--- src/sv/serial_command_line_parser_assert.svh ---
// Assertion macros shared by the parser RTL.
`ifndef SERIAL_COMMAND_LINE_PARSER_ASSERT_SVH
`define SERIAL_COMMAND_LINE_PARSER_ASSERT_SVH

// Check a condition at every clock edge outside reset.
`define SCLP_ASSERT(label, cond, msg) \
  label: assert property (@(posedge clk_i) disable iff (!rst_ni) (cond)) else $error(msg);

// Check that the consequent holds in the same cycle as the antecedent.
`define SCLP_ASSERT_IMP(label, ante, cons, msg) \
  label: assert property (@(posedge clk_i) disable iff (!rst_ni) (ante) |-> (cons)) \
    else $error(msg);

// Check that the consequent holds in the cycle after the antecedent.
`define SCLP_ASSERT_NEXT(label, ante, cons, msg) \
  label: assert property (@(posedge clk_i) disable iff (!rst_ni) (ante) |=> (cons)) \
    else $error(msg);

`endif

--- src/sv/sclp_pkg.sv ---
`timescale 1ns / 1ps

package sclp_pkg;

  localparam int unsigned LINE_MAX = 64;
  localparam int unsigned CNT_W = $clog2(LINE_MAX);
  localparam logic [CNT_W-1:0] CNT_LAST = CNT_W'(LINE_MAX - 1);

  localparam logic [3:0] PH_LEAD      = 4'd0;
  localparam logic [3:0] PH_HELP      = 4'd1;
  localparam logic [3:0] PH_ADDR_SP   = 4'd2;
  localparam logic [3:0] PH_ADDR_SIGN = 4'd3;
  localparam logic [3:0] PH_ADDR_DIG  = 4'd4;
  localparam logic [3:0] PH_NOADDR    = 4'd5;
  localparam logic [3:0] PH_ARG_SP    = 4'd6;
  localparam logic [3:0] PH_ARG_SIGN  = 4'd7;
  localparam logic [3:0] PH_ARG_INT   = 4'd8;
  localparam logic [3:0] PH_ARG_FRAC  = 4'd9;
  localparam logic [3:0] PH_ARG_DONE  = 4'd10;
  localparam logic [3:0] PH_NOARG     = 4'd11;
  localparam logic [3:0] PH_EMPTY     = 4'd12;

  localparam logic [2:0] ST_OK        = 3'd0;
  localparam logic [2:0] ST_HELP      = 3'd1;
  localparam logic [2:0] ST_MISS_ADDR = 3'd2;
  localparam logic [2:0] ST_MISS_ARG  = 3'd3;
  localparam logic [2:0] ST_UNKNOWN   = 3'd4;

  localparam logic [1:0] CFG_IDLE_FLUSH  = 2'd0;
  localparam logic [1:0] CFG_LOWER_LIMIT = 2'd1;
  localparam logic [1:0] CFG_UPPER_LIMIT = 2'd2;

  localparam logic [15:0] IDLE_FLUSH_RST  = 16'd200;
  localparam logic [15:0] LOWER_LIMIT_RST = 16'd3000;
  localparam logic [15:0] UPPER_LIMIT_RST = 16'd286;

  localparam logic [7:0] CH_NUL   = 8'h00;
  localparam logic [7:0] CH_TAB   = 8'h09;
  localparam logic [7:0] CH_LF    = 8'h0A;
  localparam logic [7:0] CH_CR    = 8'h0D;
  localparam logic [7:0] CH_SPACE = 8'h20;
  localparam logic [7:0] CH_PLUS  = 8'h2B;
  localparam logic [7:0] CH_MINUS = 8'h2D;
  localparam logic [7:0] CH_DOT   = 8'h2E;
  localparam logic [7:0] CH_ZERO  = 8'h30;
  localparam logic [7:0] CH_NINE  = 8'h39;
  localparam logic [7:0] CH_HELP  = 8'h3F;
  localparam logic [7:0] CH_UP_V  = 8'h56;
  localparam logic [7:0] CH_LO_V  = 8'h76;

  // Fraction kept as 4-digit decimal d; d * 65536 / 10000 = (d * FRAC_RECIP) >> FRAC_SHIFT.
  localparam int unsigned FRAC_W = 14;
  localparam logic [26:0] FRAC_RECIP = 27'd109951163;
  localparam int unsigned FRAC_SHIFT = 24;
  localparam int unsigned PROD_W = FRAC_W + 27;

  function automatic logic [31:0] mul10_add(input logic [31:0] acc, input logic [3:0] dig);
    mul10_add = (acc << 3) + (acc << 1) + 32'(dig);
  endfunction

  function automatic logic [FRAC_W-1:0] frac_weight(input logic [1:0] pos,
                                                    input logic [3:0] dig);
    logic [FRAC_W-1:0] d;
    d = FRAC_W'(dig);
    case (pos)
      2'd0:    frac_weight = d * FRAC_W'(1000);
      2'd1:    frac_weight = d * FRAC_W'(100);
      2'd2:    frac_weight = d * FRAC_W'(10);
      default: frac_weight = d;
    endcase
  endfunction

endpackage

--- src/sv/serial_command_line_parser.sv ---
`timescale 1ns / 1ps
// Channel  Direction  Handshake                 Payload
// in       sink       in_valid_i / in_stall_o   func_i, rx_byte_i
// out      source     out_valid_o / out_stall_i status_o .. speed_clamped_o
// cfg      sink       cfg_we_i                  cfg_index_i, cfg_data_i
// One beat per cycle on the input while in_stall_o is low; line parsing updates in the accepting cycle.
// A finished line passes three registers (fraction multiply, sign apply,
// truncate and clamp) before its result reaches the outputs.
// Reset clears the line state, the silence counter and all valid bits.
// in_stall_o rises only while a result is waiting in the first stage and the
// stages behind it are held by out_stall_i.

module serial_command_line_parser (
  input  logic               clk_i,
  input  logic               rst_ni,
  input  logic               in_valid_i,
  output logic               in_stall_o,
  input  logic               func_i,
  input  logic [7:0]         rx_byte_i,
  output logic               out_valid_o,
  input  logic               out_stall_i,
  output logic [2:0]         status_o,
  output logic [7:0]         command_letter_o,
  output logic signed [31:0] address_o,
  output logic signed [47:0] argument_fixed_o,
  output logic signed [31:0] argument_whole_o,
  output logic signed [16:0] speed_value_o,
  output logic               direction_ccw_o,
  output logic               speed_clamped_o,
  input  logic               cfg_we_i,
  input  logic [1:0]         cfg_index_i,
  input  logic [15:0]        cfg_data_i
);

  `include "serial_command_line_parser_assert.svh"

  logic [15:0] idle_q, lower_q, upper_q;

  logic [3:0]                    phase_q, phase_d;
  logic [sclp_pkg::CNT_W-1:0]    stored_q, stored_d;
  logic [7:0]                    letter_q, letter_d;
  logic [31:0]                   addr_acc_q, addr_acc_d;
  logic                          addr_neg_q, addr_neg_d;
  logic [31:0]                   whole_q, whole_d;
  logic [sclp_pkg::FRAC_W-1:0]   frac_q, frac_d;
  logic [2:0]                    pos_q, pos_d;
  logic                          arg_neg_q, arg_neg_d;
  logic [15:0]                   silence_q, silence_d;

  logic out_ready, b_ready, a_ready, in_fire;
  logic finish, emit, start_arg, is_digit, is_blank;
  logic [3:0] dig;

  // Stage A
  logic        a_v_q;
  logic [2:0]  a_status_q, a_status;
  logic [7:0]  a_letter_q;
  logic [31:0] a_addr_q, a_addr;
  logic [31:0] a_ip_q;
  logic [15:0] a_fr_q;
  logic        a_neg_q, a_arg_q, a_arg, a_up_q, a_lo_q;
  logic        plain_cmd, arg_cmd;
  logic [sclp_pkg::PROD_W-1:0] frac_prod;

  // Stage B
  logic        b_v_q;
  logic [2:0]  b_status_q;
  logic [7:0]  b_letter_q;
  logic [31:0] b_addr_q;
  logic [48:0] b_fix_q, b_sum, b_fix;
  logic        b_up_q, b_lo_q;

  // Output stage
  logic        out_v_q;
  logic [2:0]  out_status_q;
  logic [7:0]  out_letter_q;
  logic [31:0] out_addr_q, out_whole_q;
  logic [47:0] out_fix_q;
  logic [16:0] out_speed_q, speed;
  logic        out_ccw_q, out_clamp_q, ccw, clamp;
  logic signed [32:0] w33;
  logic signed [31:0] w32, lim32, nlim32;
  logic        w_round, over_hi, under_lo;
  logic [15:0] lim;

  assign out_ready  = !out_v_q || !out_stall_i;
  assign b_ready    = !b_v_q || out_ready;
  assign a_ready    = !a_v_q || b_ready;
  assign in_stall_o = !a_ready;
  assign in_fire    = in_valid_i && a_ready;

  always_ff @(posedge clk_i or negedge rst_ni) begin
    if (!rst_ni) begin
      idle_q  <= sclp_pkg::IDLE_FLUSH_RST;
      lower_q <= sclp_pkg::LOWER_LIMIT_RST;
      upper_q <= sclp_pkg::UPPER_LIMIT_RST;
    end else if (cfg_we_i) begin
      case (cfg_index_i)
        sclp_pkg::CFG_IDLE_FLUSH:  idle_q  <= cfg_data_i;
        sclp_pkg::CFG_LOWER_LIMIT: lower_q <= cfg_data_i;
        sclp_pkg::CFG_UPPER_LIMIT: upper_q <= cfg_data_i;
        default: ;
      endcase
    end
  end

  assign is_digit = rx_byte_i inside {[sclp_pkg::CH_ZERO:sclp_pkg::CH_NINE]};
  assign is_blank = rx_byte_i inside {sclp_pkg::CH_SPACE, sclp_pkg::CH_TAB};
  assign dig      = rx_byte_i[3:0];

  always_comb begin
    phase_d    = phase_q;
    stored_d   = stored_q;
    letter_d   = letter_q;
    addr_acc_d = addr_acc_q;
    addr_neg_d = addr_neg_q;
    whole_d    = whole_q;
    frac_d     = frac_q;
    pos_d      = pos_q;
    arg_neg_d  = arg_neg_q;
    silence_d  = silence_q;
    finish     = 1'b0;
    start_arg  = 1'b0;
    if (in_fire) begin
      if (func_i) begin
        if (silence_q != '1) begin
          silence_d = silence_q + 16'd1;
        end
        finish = (stored_q != '0) && (silence_d > idle_q);
      end else begin
        silence_d = '0;
        if (rx_byte_i == sclp_pkg::CH_CR || rx_byte_i == sclp_pkg::CH_LF) begin
          finish = (stored_q != '0);
        end else if (stored_q < sclp_pkg::CNT_LAST) begin
          stored_d = stored_q + 1'b1;
          case (phase_q)
            sclp_pkg::PH_LEAD: begin
              if (rx_byte_i == sclp_pkg::CH_NUL) begin
                phase_d = sclp_pkg::PH_EMPTY;
              end else if (!is_blank) begin
                letter_d = rx_byte_i;
                phase_d  = (rx_byte_i == sclp_pkg::CH_HELP) ? sclp_pkg::PH_HELP
                                                            : sclp_pkg::PH_ADDR_SP;
              end
            end
            sclp_pkg::PH_ADDR_SP: begin
              if (rx_byte_i == sclp_pkg::CH_MINUS || rx_byte_i == sclp_pkg::CH_PLUS) begin
                addr_neg_d = (rx_byte_i == sclp_pkg::CH_MINUS);
                phase_d    = sclp_pkg::PH_ADDR_SIGN;
              end else if (is_digit) begin
                addr_acc_d = 32'(dig);
                phase_d    = sclp_pkg::PH_ADDR_DIG;
              end else if (!is_blank) begin
                phase_d = sclp_pkg::PH_NOADDR;
              end
            end
            sclp_pkg::PH_ADDR_SIGN: begin
              if (is_digit) begin
                addr_acc_d = 32'(dig);
                phase_d    = sclp_pkg::PH_ADDR_DIG;
              end else begin
                phase_d = sclp_pkg::PH_NOADDR;
              end
            end
            sclp_pkg::PH_ADDR_DIG: begin
              if (is_digit) begin
                addr_acc_d = sclp_pkg::mul10_add(addr_acc_q, dig);
              end else begin
                start_arg = 1'b1;
              end
            end
            sclp_pkg::PH_ARG_SP: begin
              start_arg = 1'b1;
            end
            sclp_pkg::PH_ARG_SIGN: begin
              if (is_digit) begin
                whole_d = 32'(dig);
                phase_d = sclp_pkg::PH_ARG_INT;
              end else begin
                phase_d = sclp_pkg::PH_NOARG;
              end
            end
            sclp_pkg::PH_ARG_INT: begin
              if (is_digit) begin
                whole_d = sclp_pkg::mul10_add(whole_q, dig);
              end else begin
                phase_d = (rx_byte_i == sclp_pkg::CH_DOT) ? sclp_pkg::PH_ARG_FRAC
                                                          : sclp_pkg::PH_ARG_DONE;
              end
            end
            sclp_pkg::PH_ARG_FRAC: begin
              if (is_digit) begin
                if (pos_q < 3'd4) begin
                  frac_d = frac_q + sclp_pkg::frac_weight(pos_q[1:0], dig);
                  pos_d  = pos_q + 3'd1;
                end
              end else begin
                phase_d = sclp_pkg::PH_ARG_DONE;
              end
            end
            default: ;
          endcase
          if (start_arg) begin
            if (is_blank) begin
              phase_d = sclp_pkg::PH_ARG_SP;
            end else if (rx_byte_i == sclp_pkg::CH_MINUS ||
                         rx_byte_i == sclp_pkg::CH_PLUS) begin
              arg_neg_d = (rx_byte_i == sclp_pkg::CH_MINUS);
              phase_d   = sclp_pkg::PH_ARG_SIGN;
            end else if (is_digit) begin
              whole_d = 32'(dig);
              phase_d = sclp_pkg::PH_ARG_INT;
            end else begin
              phase_d = sclp_pkg::PH_NOARG;
            end
          end
        end
      end
      if (finish) begin
        phase_d    = sclp_pkg::PH_LEAD;
        stored_d   = '0;
        letter_d   = '0;
        addr_acc_d = '0;
        addr_neg_d = 1'b0;
        whole_d    = '0;
        frac_d     = '0;
        pos_d      = '0;
        arg_neg_d  = 1'b0;
      end
    end
  end

  assign emit = finish && !(phase_q == sclp_pkg::PH_LEAD || phase_q == sclp_pkg::PH_EMPTY);

  always_ff @(posedge clk_i or negedge rst_ni) begin
    if (!rst_ni) begin
      phase_q    <= sclp_pkg::PH_LEAD;
      stored_q   <= '0;
      letter_q   <= '0;
      addr_acc_q <= '0;
      addr_neg_q <= 1'b0;
      whole_q    <= '0;
      frac_q     <= '0;
      pos_q      <= '0;
      arg_neg_q  <= 1'b0;
      silence_q  <= '0;
    end else begin
      phase_q    <= phase_d;
      stored_q   <= stored_d;
      letter_q   <= letter_d;
      addr_acc_q <= addr_acc_d;
      addr_neg_q <= addr_neg_d;
      whole_q    <= whole_d;
      frac_q     <= frac_d;
      pos_q      <= pos_d;
      arg_neg_q  <= arg_neg_d;
      silence_q  <= silence_d;
    end
  end

  // Classify the finished line from the line state before it clears.
  assign plain_cmd = letter_q inside {"r", "e", "d", "s", "z", "E", "D", "S", "R"};
  assign arg_cmd   = letter_q inside {"v", "p", "a", "q", "t", "V"};
  assign frac_prod = sclp_pkg::PROD_W'(frac_q) * sclp_pkg::PROD_W'(sclp_pkg::FRAC_RECIP);

  always_comb begin
    a_arg  = 1'b0;
    a_addr = addr_neg_q ? (32'd0 - addr_acc_q) : addr_acc_q;
    if (phase_q == sclp_pkg::PH_HELP) begin
      a_status = sclp_pkg::ST_HELP;
      a_addr   = '0;
    end else if (phase_q inside {sclp_pkg::PH_ADDR_SP, sclp_pkg::PH_ADDR_SIGN,
                                 sclp_pkg::PH_NOADDR}) begin
      a_status = sclp_pkg::ST_MISS_ADDR;
      a_addr   = '0;
    end else if (plain_cmd) begin
      a_status = sclp_pkg::ST_OK;
    end else if (arg_cmd) begin
      if (phase_q inside {sclp_pkg::PH_ARG_INT, sclp_pkg::PH_ARG_FRAC,
                          sclp_pkg::PH_ARG_DONE}) begin
        a_status = sclp_pkg::ST_OK;
        a_arg    = 1'b1;
      end else begin
        a_status = sclp_pkg::ST_MISS_ARG;
      end
    end else begin
      a_status = sclp_pkg::ST_UNKNOWN;
    end
  end

  always_ff @(posedge clk_i or negedge rst_ni) begin
    if (!rst_ni) begin
      a_v_q <= 1'b0;
    end else if (a_ready) begin
      a_v_q <= emit;
    end
  end

  always_ff @(posedge clk_i) begin
    if (a_ready) begin
      a_status_q <= a_status;
      a_letter_q <= letter_q;
      a_addr_q   <= a_addr;
      a_ip_q     <= whole_q;
      a_fr_q     <= frac_prod[sclp_pkg::FRAC_SHIFT+15:sclp_pkg::FRAC_SHIFT];
      a_neg_q    <= arg_neg_q;
      a_arg_q    <= a_arg;
      a_up_q     <= a_arg && (letter_q == sclp_pkg::CH_UP_V);
      a_lo_q     <= a_arg && (letter_q == sclp_pkg::CH_LO_V);
    end
  end

  // Integer part sits above the 16 fraction bits, so joining them needs no adder.
  assign b_sum = {a_ip_q[31], a_ip_q, a_fr_q};
  assign b_fix = !a_arg_q ? '0 : (a_neg_q ? (49'd0 - b_sum) : b_sum);

  always_ff @(posedge clk_i or negedge rst_ni) begin
    if (!rst_ni) begin
      b_v_q <= 1'b0;
    end else if (b_ready) begin
      b_v_q <= a_v_q;
    end
  end

  always_ff @(posedge clk_i) begin
    if (b_ready) begin
      b_status_q <= a_status_q;
      b_letter_q <= a_letter_q;
      b_addr_q   <= a_addr_q;
      b_fix_q    <= b_fix;
      b_up_q     <= a_up_q;
      b_lo_q     <= a_lo_q;
    end
  end

  // Truncate toward zero, saturate the top, then clamp the speed.
  assign w_round = b_fix_q[48] && (b_fix_q[15:0] != '0);
  assign w33     = $signed(b_fix_q[48:16]) + $signed({32'd0, w_round});
  assign w32     = (!w33[32] && w33[31]) ? 32'sh7FFF_FFFF : w33[31:0];
  assign lim     = b_up_q ? upper_q : lower_q;
  assign lim32   = $signed({16'd0, lim});
  assign nlim32  = 32'sd0 - lim32;
  assign over_hi  = w32 > lim32;
  assign under_lo = w32 < nlim32;

  always_comb begin
    speed = '0;
    ccw   = 1'b0;
    clamp = 1'b0;
    if (b_up_q) begin
      clamp = over_hi || under_lo;
      if (over_hi) begin
        speed = {1'b0, lim};
      end else if (under_lo) begin
        speed = 17'd0 - {1'b0, lim};
      end else begin
        speed = w32[16:0];
      end
    end else if (b_lo_q) begin
      clamp = over_hi || under_lo;
      ccw   = w32[31];
      if (clamp) begin
        speed = {1'b0, lim};
      end else if (w32[31]) begin
        speed = 17'd0 - w32[16:0];
      end else begin
        speed = w32[16:0];
      end
    end
  end

  always_ff @(posedge clk_i or negedge rst_ni) begin
    if (!rst_ni) begin
      out_v_q <= 1'b0;
    end else if (out_ready) begin
      out_v_q <= b_v_q;
    end
  end

  always_ff @(posedge clk_i) begin
    if (out_ready) begin
      out_status_q <= b_status_q;
      out_letter_q <= b_letter_q;
      out_addr_q   <= b_addr_q;
      out_fix_q    <= b_fix_q[47:0];
      out_whole_q  <= w32;
      out_speed_q  <= speed;
      out_ccw_q    <= ccw;
      out_clamp_q  <= clamp;
    end
  end

  assign out_valid_o      = out_v_q;
  assign status_o         = out_status_q;
  assign command_letter_o = out_letter_q;
  assign address_o        = $signed(out_addr_q);
  assign argument_fixed_o = $signed(out_fix_q);
  assign argument_whole_o = $signed(out_whole_q);
  assign speed_value_o    = $signed(out_speed_q);
  assign direction_ccw_o  = out_ccw_q;
  assign speed_clamped_o  = out_clamp_q;

  `SCLP_ASSERT_NEXT(a_line_clears, in_fire && finish, phase_q == sclp_pkg::PH_LEAD && stored_q == '0, "line state not cleared after line end")
  `SCLP_ASSERT_NEXT(a_byte_resets_silence, in_fire && !func_i, silence_q == '0, "silence count not reset by byte")
  `SCLP_ASSERT_IMP(a_no_speed_unless_ok, out_v_q && out_status_q != sclp_pkg::ST_OK, out_speed_q == '0 && !out_ccw_q && !out_clamp_q, "speed fields set on failed command")
  `SCLP_ASSERT_IMP(a_help_zero_fields, out_v_q && out_status_q == sclp_pkg::ST_HELP, out_addr_q == '0 && out_fix_q == '0, "help result carries address or argument")
  `SCLP_ASSERT(a_stored_bound, stored_q <= sclp_pkg::CNT_LAST, "stored count beyond line limit")

endmodule
--- config.mk ---
export PLATFORM = sky130hd
export DESIGN_NAME = serial_command_line_parser
export DESIGN_NICKNAME = d
export VERILOG_FILES = /design/src/sv/sclp_pkg.sv /design/src/sv/serial_command_line_parser.sv
export VERILOG_INCLUDE_DIRS = /design/src /design/src/sv
export SDC_FILE = /design/constraint.sdc
export NUM_CORES = 2
export LEC_CHECK = 0
export ABC_AREA = 1
export ABC_CLOCK_PERIOD_IN_PS = 11400
export BUFFER_PORTS_ARGS = -buffer_cell sky130_fd_sc_hd__buf_2
export CORE_MARGIN = 1.5
export CORE_UTILIZATION = 45
export CTS_CLUSTER_DIAMETER = 80
export CTS_CLUSTER_SIZE = 24
export DETAILED_ROUTE_END_ITERATION = 10
export PLACE_DENSITY = 0.67
export REMOVE_ABC_BUFFERS = 1
export SYNTH_ARGS = -nofsm -noshare
export SYNTH_HDL_FRONTEND = slang
export SYNTH_SLANG_ARGS = --single-unit
--- constraint.sdc ---
create_clock -name clk_i -period 11.4 [get_ports clk_i]
set_input_delay 0.57 -clock clk_i [delete_from_list [all_inputs] [get_ports clk_i]]
set_output_delay 0.57 -clock clk_i [all_outputs]
set_load 0.01 [all_outputs]
# --- After elaboration in Yosys (flattened, before gate mapping) ---
# Cells that the tools add are included.
totals:
  elab_cells: 289
  out_inout_bits: 144
  ff_bits: 499
op_classes:
  n_reduce_logical: 56
  order_cmp: 7
  n_addsub: 14
  eq_ne: 49
  mul: 4
  mux: 118
  bitwise_logic: 1
op_table:
  columns: ["operator", "count"]
  rows:
  - ["32-bit 2-to-1 mux", 19]
  - ["14-bit 2-to-1 mux", 14]
  - ["8-bit by 7-bit equality test with 1-bit output, second input constant", 15]
  - ["17-bit 2-to-1 mux", 6]
  - ["32-bit one-hot mux with 3 select lines", 1]
  - ["16-bit 2-to-1 mux", 5]
  - ["32-bit adder", 2]
  - ["32-bit by 4-bit adder with 32-bit output", 2]
  - ["32-bit one-hot mux with 2 select lines", 1]
  - ["4-bit 2-to-1 mux", 14]
  - ["8-bit 2-to-1 mux", 7]
  - ["49-bit 2-to-1 mux", 1]
  - ["1-bit by 48-bit subtractor with 49-bit output, first input constant", 1]
  - ["14-bit one-hot mux with 3 select lines", 1]
  - ["8-bit by 6-bit equality test with 1-bit output, second input constant", 5]
  - ["14-bit by 27-bit multiplier with 40-bit output, second input constant", 1]
  - ["1-bit by 16-bit subtractor with 17-bit output, first input constant", 2]
  - ["33-bit by 2-bit adder with 33-bit output", 1]
  - ["32-bit by 17-bit greater-than comparator with 1-bit output", 1]
  - ["32-bit by 17-bit < comparator with 1-bit output", 1]
  - ["1-bit by 32-bit subtractor with 32-bit output, first input constant", 1]
  - ["1-bit 2-to-1 mux", 29]
  - ["7-bit AND reduction", 4]
  - ["8-bit by 4-bit equality test with 1-bit output, second input constant", 3]
  - ["other kinds (50)", 112]

# --- Depth between registers and ports, before layout ---
logic_depth:
  depth_word: 17
  ltp_mapped: 35
  ltp_nobuf: 32

# --- Worst setup path after synthesis ---
# Ideal clock, no wire load.
synth_path:
  kind: "input -> register"
  start: "input out_stall_i"
  end: "register addr_acc_q[15]"
  setup_ns: 0.130
  path_slack_ns: 1.539
  cell_stages: 13
  arrival_ns: 9.731
  cell_sequence: "nand2_1 -> nor2_1 -> inv_1 -> nor2_1 -> inv_1 -> nand2_1 -> a21oi_1 -> nand2_1 -> nor2_2 -> inv_2 -> clkbuf_1 -> nand2_1 -> o21ai_1"
synth_via:
  elab_chain_len: 6
synth_rtl:
  columns: ["item", "line", "source"]
  rows:
  - ["start, declared", "serial_command_line_parser.sv:21", "input logic out_stall_i,"]
  - ["1-bit logical NOT", "serial_command_line_parser.sv:86", "assign out_ready = !out_v_q || !out_stall_i;"]
  - ["1-bit logical OR", "serial_command_line_parser.sv:86", null]
  - ["1-bit logical OR", "serial_command_line_parser.sv:87", "assign b_ready = !b_v_q || out_ready;"]
  - ["net b_ready", "serial_command_line_parser.sv:50", "logic out_ready, b_ready, a_ready, in_fire;"]
  - ["1-bit logical OR", "serial_command_line_parser.sv:88", "assign a_ready = !a_v_q || b_ready;"]
  - ["1-bit logical AND", "serial_command_line_parser.sv:90", "assign in_fire = in_valid_i && a_ready;"]
  - ["7-bit AND reduction (no line)", null, null]
  - ["end signal, assigned", "serial_command_line_parser.sv:251", "addr_acc_q <= addr_acc_d;"]
  - ["end, declared", "serial_command_line_parser.sv:42", "logic [31:0] addr_acc_q, addr_acc_d;"]
# The timed path passes the listed nets, and every way through them passes these cells.
# A chain may end at the register's enable or synchronous reset.

# --- Worst setup path after layout ---
layout_path:
  start: "register silence_q[0]"
  end: "register addr_acc_q[17]"
layout_via:
  elab_chain_len: 10
layout_rtl:
  columns: ["item", "line", "source"]
  rows:
  - ["start, declared", "serial_command_line_parser.sv:48", "logic [15:0] silence_q, silence_d;"]
  - ["start signal, assigned", "serial_command_line_parser.sv:257", "silence_q <= silence_d;"]
  - ["16-bit by 1-bit adder with 16-bit output or 16-bit inequality test (tied branches)", "serial_command_line_parser.sv:127, serial_command_line_parser.sv:126", null]
  - ["16-bit 2-to-1 mux (*)", "serial_command_line_parser.sv:126", "if (silence_q != '1) begin"]
  - ["16-bit 2-to-1 mux (*)", "serial_command_line_parser.sv:125", "if (func_i) begin"]
  - ["16-bit 2-to-1 mux (*)", "serial_command_line_parser.sv:124", "if (in_fire) begin"]
  - ["16-bit greater-than comparator (*)", "serial_command_line_parser.sv:129", "finish = (stored_q != '0) && (silence_d > idle_q);"]
  - ["1-bit logical AND (*)", "serial_command_line_parser.sv:129", null]
  - ["1-bit 2-to-1 mux (*)", "serial_command_line_parser.sv:125", null]
  - ["1-bit 2-to-1 mux (*)", "serial_command_line_parser.sv:124", null]
  - ["3-bit inequality test (no line), or another cell as far along", null, null]
  - ["7-bit AND reduction (no line)", null, null]
# Mark *: on every way between the ends. The rest lies on a longest branch, timed or not. The select of a mux whose other input is x is not followed.

==> results.sh <==
export IMPL_status="finished, final reports clean"
export IMPL_rr_worst_depth=29
export IMPL_areaGrowthSynthToFinish_pct=8.81
export IMPL_critPathLaunch="silence_q[0]"
export IMPL_clock_sink_count=499
export IMPL_drtIter0Drc=1886
export IMPL_cts_max_level=2
export IMPL_core_area_um2=80500
export IMPL_grt_pass1_wl_um=148000
export IMPL_drt_wl_total_um=92600
export IMPL_fin_crit_ns=5.99
export IMPL_ys_seq_area_share_pct=38.7
export IMPL_hp_class="input port to async pin"
export IMPL_post_drt_wl_per_cell_um=16.9
export IMPL_slowest_stage="a21oi_1"
export IMPL_port_buffer_count=175
export IMPL_die_area_um2=83100
export IMPL_vias=29000
export IMPL_grtUsageTotal_pct=22.3
export IMPL_place_gp_congestion=0.948
export IMPL_slowest_delay_ns=0.61
export IMPL_n_antenna_cell=0
export IMPL_gr_max_usage_layer="met2"
export IMPL_path_class="flop to flop"
export IMPL_hold_buffers=0
export IMPL_crit_top_cell="nand2_1"
export IMPL_grt_met1_usage_pct=30.4
export IMPL_die_x_um=288
export IMPL_cts_buffers=34
export IMPL_path_max_fanout=48
export IMPL_synth_ff_type="edfxtp_1"
export IMPL_root_buffer="clkbuf_16"
export IMPL_ctsLongestPathBuffers=3
export IMPL_clock_fmax_ghz=0.167
export IMPL_finClkSkew_ns=0.0424
export IMPL_nNetsFinal=4947
export IMPL_critical_path_arrival_ns=6.44
export IMPL_start_util_pct=45.5
export IMPL_worstReg2RegStart="silence_q[0]"
export IMPL_cap_viol_max_count=0
export IMPL_syn_avg_cell_area_um2=8.62
export IMPL_slew_violations=0
export IMPL_hold_ws_ns=0.0308
export IMPL_synthCells=4248
export IMPL_async_flop_share_pct=33.7
export IMPL_grtUsageMet2_pct=37.4
export IMPL_critPathLaunchType="flop"
export IMPL_antenna_found_initial=4
export IMPL_cp_required_ns=11.85
export IMPL_final_hold_violation_count=0
export IMPL_drc_errors=0
export IMPL_synth_seq_cells=499
export IMPL_ant_nets=0
export IMPL_slew_headroom_pct=20.2
export IMPL_grt_start_max_net_pins=96
export IMPL_yosys_warnings=0
export IMPL_routed_via_density=5.29
export IMPL_setup_viol_count_final=0
export IMPL_grt_overflow=0
export IMPL_cts_tree="done"
export IMPL_pre_cts_slack_ns=5.55
export IMPL_postCtsSetupBuffers=0
export IMPL_grt_use_met3_pct=2.63
export IMPL_first_pass_iters=6
export IMPL_fp_dieH_um=288
export IMPL_ctsResizeCount=0
export IMPL_rsz0062_at_grt="no"
export IMPL_fin_util_pct=49.5
export IMPL_yosys_cell_types_count=61
export IMPL_path_clk_slew_ns=0.09
export IMPL_fillerInstances=7620
export IMPL_num_rows=104
export IMPL_grt_pass1_vias=27400
export IMPL_finalCritPeriodShare_pct=52.5
export IMPL_cp_end_kind="flop"
export IMPL_syn_cell_area_um2=36600
export IMPL_synth_edf_count=331
export IMPL_final_setup_worst_slack_ns=5.41
export IMPL_io_pins=176
export IMPL_clk_latency_ns=0.60
export IMPL_drive_above_1_share_pct=7.53
export IMPL_tns_ns=0
export IMPL_hpwlAfterDp_um=72700
export IMPL_tightestPinTransition_ns=1.19
==> through the flow <==
step / cell area, um^2 / instances
floorplan: 36300 / 4166
global placement: 38700 / 5422
detailed placement: 38700 / 5422
CTS: 39900 / 5484
global route: 39900 / 5484
finish: 39900 / 5484
==> sequential cells by signal (all words and copies together), names as in the netlist, 17 cells and up <==
register	count
b_fix_q	49
a_ip_q	32
whole_q	32
address_o	32
a_addr_q	32
addr_acc_q	32
argument_fixed_o	48
speed_value_o	17
argument_whole_o	32
b_addr_q	32
==> cell usage in the layout (no fill, tap or decap), types with 12 or more instances in the layout <==
master | netlist | final
clkbuf_16 | 0 | 37
dfrtp_1 | 153 | 153
dfstp_2 | 15 | 15
nand3b_1 | 12 | 12
nand3_1 | 200 | 200
o21a_1 | 18 | 18
xnor2_1 | 30 | 30
o21bai_1 | 14 | 14
and3_1 | 18 | 18
inv_1 | 607 | 605
o21ai_0 | 289 | 289
ha_1 | 368 | 368
nor2_1 | 320 | 320
buf_2 | 10 | 174
nand4_1 | 44 | 44
fa_1 | 149 | 149
a31oi_1 | 15 | 15
nor3_1 | 133 | 133
nand2_1 | 918 | 916
a21oi_1 | 264 | 264
buf_4 | 4 | 21
a21o_1 | 20 | 20
xor2_1 | 73 | 73
edfxtp_1 | 331 | 331
nor4_1 | 23 | 23
or2_2 | 22 | 22
==> per-layer routing <==
layer,vias to the layer above,share of wire (%)
li1,14500,-
met1,13700,45
met2,659,48
met3,139,4.3
met4,8,2.5
met5,-,0.053
==> path summary, 6_finish.rpt <==
path,slack (ns),endpoint
setup / recovery,5.41,addr_acc_q[17]
hold / removal,0.03,idle_q[13]
setup reg to reg,5.41,addr_acc_q[17]
hold reg to reg,0.40,b_letter_q[3]
max in group asynchronous,9.70,frac_q[2]
min in group clk_i,0.24,letter_q[6]
==> Yosys cell counts, types with 5 or more instances <==
cell type	number	area, um^2
nor3b_1	5	37.5
or2_2	22	138
a21boi_0	7	52.6
o31ai_1	8	60.1
a31oi_1	15	93.8
a21o_1	20	150
inv_1	607	2280
and3_1	18	113
o21ai_1	11	55.1
edfxtp_1	331	9940
nand2_1	918	3450
ha_1	368	4600
o21bai_1	14	105
inv_2	6	22.5
nand3b_1	12	90.1
nand3_1	200	1000
nor4_1	23	144
o211ai_1	8	60.1
nor3_1	133	666
xnor2_1	30	263
clkbuf_1	60	225
a221oi_1	5	43.8
nand2_2	7	43.8
a211oi_1	11	82.6
o21a_1	18	135
fa_1	149	2980
dfrtp_1	153	3830
buf_2	10	50.1
buf_1	5	18.8
a21oi_1	264	1320
nor2_1	320	1200
o21ai_0	289	1450
nand2_4	6	67.6
xor2_1	73	639
nand4_1	44	275
nor2_2	5	31.3
dfstp_2	15	394
==> worst max-delay path: cells and delay by family, from the launching register on <==
| kind | cells | cell delay, ns |
|---|---|---|
| flops | 1 | 0.39 |
| buf+inv | 8 | 1.42 |
| xor+xnor | 1 | 0.17 |
| simple gates | 14 | 2.48 |
| fa+ha+maj | 2 | 0.45 |
| compound gates | 4 | 0.88 |
==> logic make-up (layout without fill, tap and decap cells) <==
logic type	Yosys count	in the layout	share of synthesized area, %
buffers and inverters	698	874	7.29
AO/OA/AOI/OAI	704	704	10.7
XOR/XNOR	103	103	2.46
flip-flops	499	499	38.7
AND/OR/NAND/NOR	1725	1725	20.2
multiplexers	2	2	0.0547
adder cells (fa/ha/maj)	517	517	20.7
==> cell type report <==
cell class	instances	area [um^2]	share of cell area (%)
Inverter	616	2320	5.81
Tap cell	1060	1330	3.33
Clock buffer	42	945	2.37
Timing Repair Buffer	196	1040	2.61
Sequential cell	499	14200	35.5
Clock inverter	20	255	0.640
Multi-Input combinational cell	3051	19800	49.7
Power is not shown: default switching activity piles up to over one toggle a cycle in this logic, so the estimate is an artifact.
